$ cat src/hw/rtl/hbp_ram.sv
// ----------------------------------------------------------------------------
// hbp_ram
// Simple dual-port RAM: one write port, one read port with registered data
// that holds its value while no read is issued.
// ----------------------------------------------------------------------------
module hbp_ram #(
   parameter int WIDTH = 8,
   parameter int DEPTH = 256
) (
   input  logic                     clock,
   input  logic                     wr_en,
   input  logic [$clog2(DEPTH)-1:0] wr_addr,
   input  logic [WIDTH-1:0]         wr_data,
   input  logic                     rd_en,
   input  logic [$clog2(DEPTH)-1:0] rd_addr,
   output logic [WIDTH-1:0]         rd_data
);

   logic [WIDTH-1:0] mem [DEPTH];
   logic [WIDTH-1:0] rd_data_ff;

   always_ff @(posedge clock) begin
      if (wr_en) begin
         mem[wr_addr] <= wr_data;
      end
      if (rd_en) begin
         rd_data_ff <= mem[rd_addr];
      end
   end

   assign rd_data = rd_data_ff;

endmodule

$ cat config.mk
export PLATFORM = sky130hd
export DESIGN_NAME = hbp_ram
export DESIGN_NICKNAME = d
export VERILOG_FILES = /design/src/hw/rtl/hbp_ram.sv
export SDC_FILE = /design/constraint.sdc
export NUM_CORES = 2
export LEC_CHECK = 0
export BUFFER_PORTS_ARGS = -buffer_cell sky130_fd_sc_hd__clkbuf_2
export CAP_MARGIN = 20
export CORE_UTILIZATION = 50
export DETAILED_ROUTE_END_ITERATION = 8
export HOLD_SLACK_MARGIN = 0.06
export PLACE_DENSITY = 0.66
export SLEW_MARGIN = 10
export SYNTH_ARGS = -nofsm -noshare
export SYNTH_HDL_FRONTEND = slang
export SYNTH_SLANG_ARGS = --single-unit
$ cat constraint.sdc
create_clock -name clock -period 2.85 [get_ports clock]
set_input_delay 0.285 -clock clock [delete_from_list [all_inputs] [get_ports clock]]
set_output_delay 0.285 -clock clock [all_outputs]
set_load 0.1 [all_outputs]
==> results by group <==
Outcome
  • Status: finished, final reports clean

Drt
  • Avg WL per Cell: 29.74 um
  • DR vias/cell: 6.197
  • # DRC: 0
  • Top layer in use: met5
  • M1 wire length: 80.07 mm
  • Drt pass-1 iters: 5
  • Iteration-0 DRC Markers: 5058
  • Wire length on met3: 18.58 mm
  • Vias: 40.90k
  • Met2 WL: 92.78 mm
  • Final WL: 196.3 mm
  • ANT nets after route: 0

Final layout
  • Final std cell area, no fill: 92920 sq um
  • Register area: 61740 sq um
  • Area of the multi-input gates: 16510 sq um
  • Final Net Count: 4390
  • Area delta synth->final: 16.68%
  • Util after Layout: 58.74%
  • Layout cell share with drive strength beyond 1: 30.85%
  • Fillers: 11.32k

Pwr
  • Reg power frac: 53.8%
  • PD cells: 668.4 nW/um^2
  • Switching power: 13370 uW
  • Clock power share: 40.7%
  • Combinational power share: 5.6%
  • Lkg Pwr: 0.02997 uW
  • Sw Share: 21.53%
  • Max VDD drop: 0.6085 mV
  • Pint: 48740 uW

Critical path
  • Register-to-register setup slack: 90 ps
  • Crit path launch type: flop
  • WS Path Type: flop to flop
  • Critical Path RT: 3430 ps
  • Critical Path End Type: flop
  • CP max FO: 1
  • Critical Path AT: 3340 ps

CTS
  • Worst skew pair latency: 820 ps
  • Clock Pin Slew Worst Setup and Hold Paths: 60 ps
  • CTS Buffer Depth: 3
  • CTS buffer count: 201
  • Post-CTS Setup Bufs: 0
  • Clock Tree Root: clkbuf_16
  • CTS tree: yes
  • Clock Sink Count: 2056
  • H-tree depth: 4

Yosys
  • Ys flop type: edfxtp_1
  • Post-synthesis sequential area ratio: 77.53%
  • Post-synth EDFFs: 2056
  • Syn Area/Cell: 21.33 sq um
  • Cell count after synthesis: 3733
  • Seq cells post-synth: 2056
  • Yosys warning total: 0
  • Synthesized Nets: 3760
  • Cell variety after synth: 54
  • Async SR Flop Fraction: 0%
  • Synthesized cell area: 79640 sq um

STA
  • Fin crit share: 96.81%
  • Slew headroom: 34.38%
  • Final worst path period need: 2759 ps
  • Least-Margin Pin Slew: 984.4 ps
  • Fmax: 362.4 MHz
  • Max Slew Vio Count: 0
  • Final Hold Fails: 0
  • Worst Skew: 42.51 ps
  • Setup ws final: 90.80 ps
  • Setup violators final: 0
  • RSZ-0062 raised after global routing: no

Global route
  • Global-route wire length before repair: 285.2 mm
  • GRT overflow: 0
  • Number of global-route vias before repair: 40.77k
  • Total track usage: 24.59%
  • Antenna violations before repair: 8
  • Pin count of the biggest net entering global routing: 120

Placement
  • Dpl ws: -885.0 ps
  • I/O Buffers: 34
  • Post-DP HPWL: 126.0 mm
  • Area post-placement: 86570 sq um
  • Last weighted congestion value of the routability-driven placer: 0.8502

Floorplanning
  • FP Rows: 146
  • Die ar.: 160900 sq um
  • Die W: 401.1 um
  • Die Y: 401.1 um
  • Core area: 158200 sq um
  • Initial Util: 50.34%
  • IO Pins: 35

Hold path
  • Hold Path Class: input port to flop

Job
  • Max Cap Viol: 0
==> layout by cell type (no fill, tap or decap), types with 51 or more instances in the layout <==
cell type	netlist	routed
a22oi_1	133	133
nor2_1	282	279
clkbuf_16	0	203
mux4_2	454	454
edfxtp_1	2056	2056
buf_12	8	66
mux2i_1	134	134
a21oi_1	96	96
clkbuf_1	111	51
buf_4	27	554
==> worst max-delay path: stages, from the launching register on <==
cell and delay (ps):
edfxtp_1 360, mux4_2 500, mux4_2 540, nor2b_1 170
nor4_1 690, buf_4 220, nor4_1 40
==> per-stage QoR <==
step	TNS, ps	total power, uW	instances	hold slack (ps)
final	0	62110	6599	197.4
after detailed placement	-4101	37500	6224	770.9
after floorplan	0	35730	3733	383.9
after global placement	-4068	37450	6224	753.1
after global routing	0	63730	6597	195.8
after CTS	0	62440	6597	135.0
==> metal layers <==
metal	GRT usage [%]	up-vias
met1	36.29	21490
met2	38.19	2144
met3	4.402	273
li1	-	16990
met5	0	-
met4	6.574	6
==> cell families (layout without fill, tap and decap cells) <==
group | count (synthesis) | in the layout | share of synthesized area (%)
simple gates | 466 | 466 | 2.625
mux | 591 | 591 | 14.60
flops | 2056 | 2056 | 77.53
compound gates | 385 | 385 | 3.416
buf+inv | 235 | 1027 | 1.829
other cells | 0 | 2 | 0
==> flip-flops by register name, summed over array words and instances (netlist names) <==
name     flops
rd_data      8
mem       2048
==> cells in the mapped netlist, drive strengths merged (12+ instances only) <==
master,instances,area share (%)
a211oi,16,0.15
a21oi,96,0.60
a221oi,14,0.16
a22oi,133,1.3
buf,122,1.3
clkbuf,111,0.52
edfxtp,2056,78
mux2i,134,1.7
mux4,456,13
nand2,33,0.16
nand3,34,0.21
nor2,282,1.3
nor2b,31,0.24
nor3,22,0.14
nor4,27,0.24
o21ai,12,0.075
o221ai,47,0.52
o22ai,28,0.22
==> worst paths after layout <==
kind	start	to	depth (start not counted)
hold reg to reg	mem[62][3]$_DFFE_PP_	rd_data[3]$_DFFE_PP_	5
setup reg to reg	mem[67][4]$_DFFE_PP_	rd_data[4]$_DFFE_PP_	6
hold / removal	wr_addr[2]	mem[157][5]$_DFFE_PP_	4
setup / recovery	mem[67][4]$_DFFE_PP_	rd_data[4]$_DFFE_PP_	6
==> repair_timing <==
action,CTS,global route
gates resized for setup,2,1
endpoints found under the setup margin,2,1
endpoints found under the hold margin,472,0
hold buffers,8,0
==> power groups by stage <==
stage	sequential (uW)	combinational [uW]	clock, uW
CTS	33400	3490	25600
global route	33400	3650	26700
detailed placement	34000	3470	0
floorplan	34100	1620	0
global placement	34000	3430	0
finish	33400	3470	25200
==> layout make-up <==
class	count	area share (%)
flip-flops and latches	2056	66.44
multi-input cells	1442	17.77
repair buffers	660	6.263
clock buffers	254	5.673
well taps	2072	2.790
clock inverters	111	1.052
inverters	2	0.008079
diodes	2	0.005386
(Power assumes the default switching activity.)
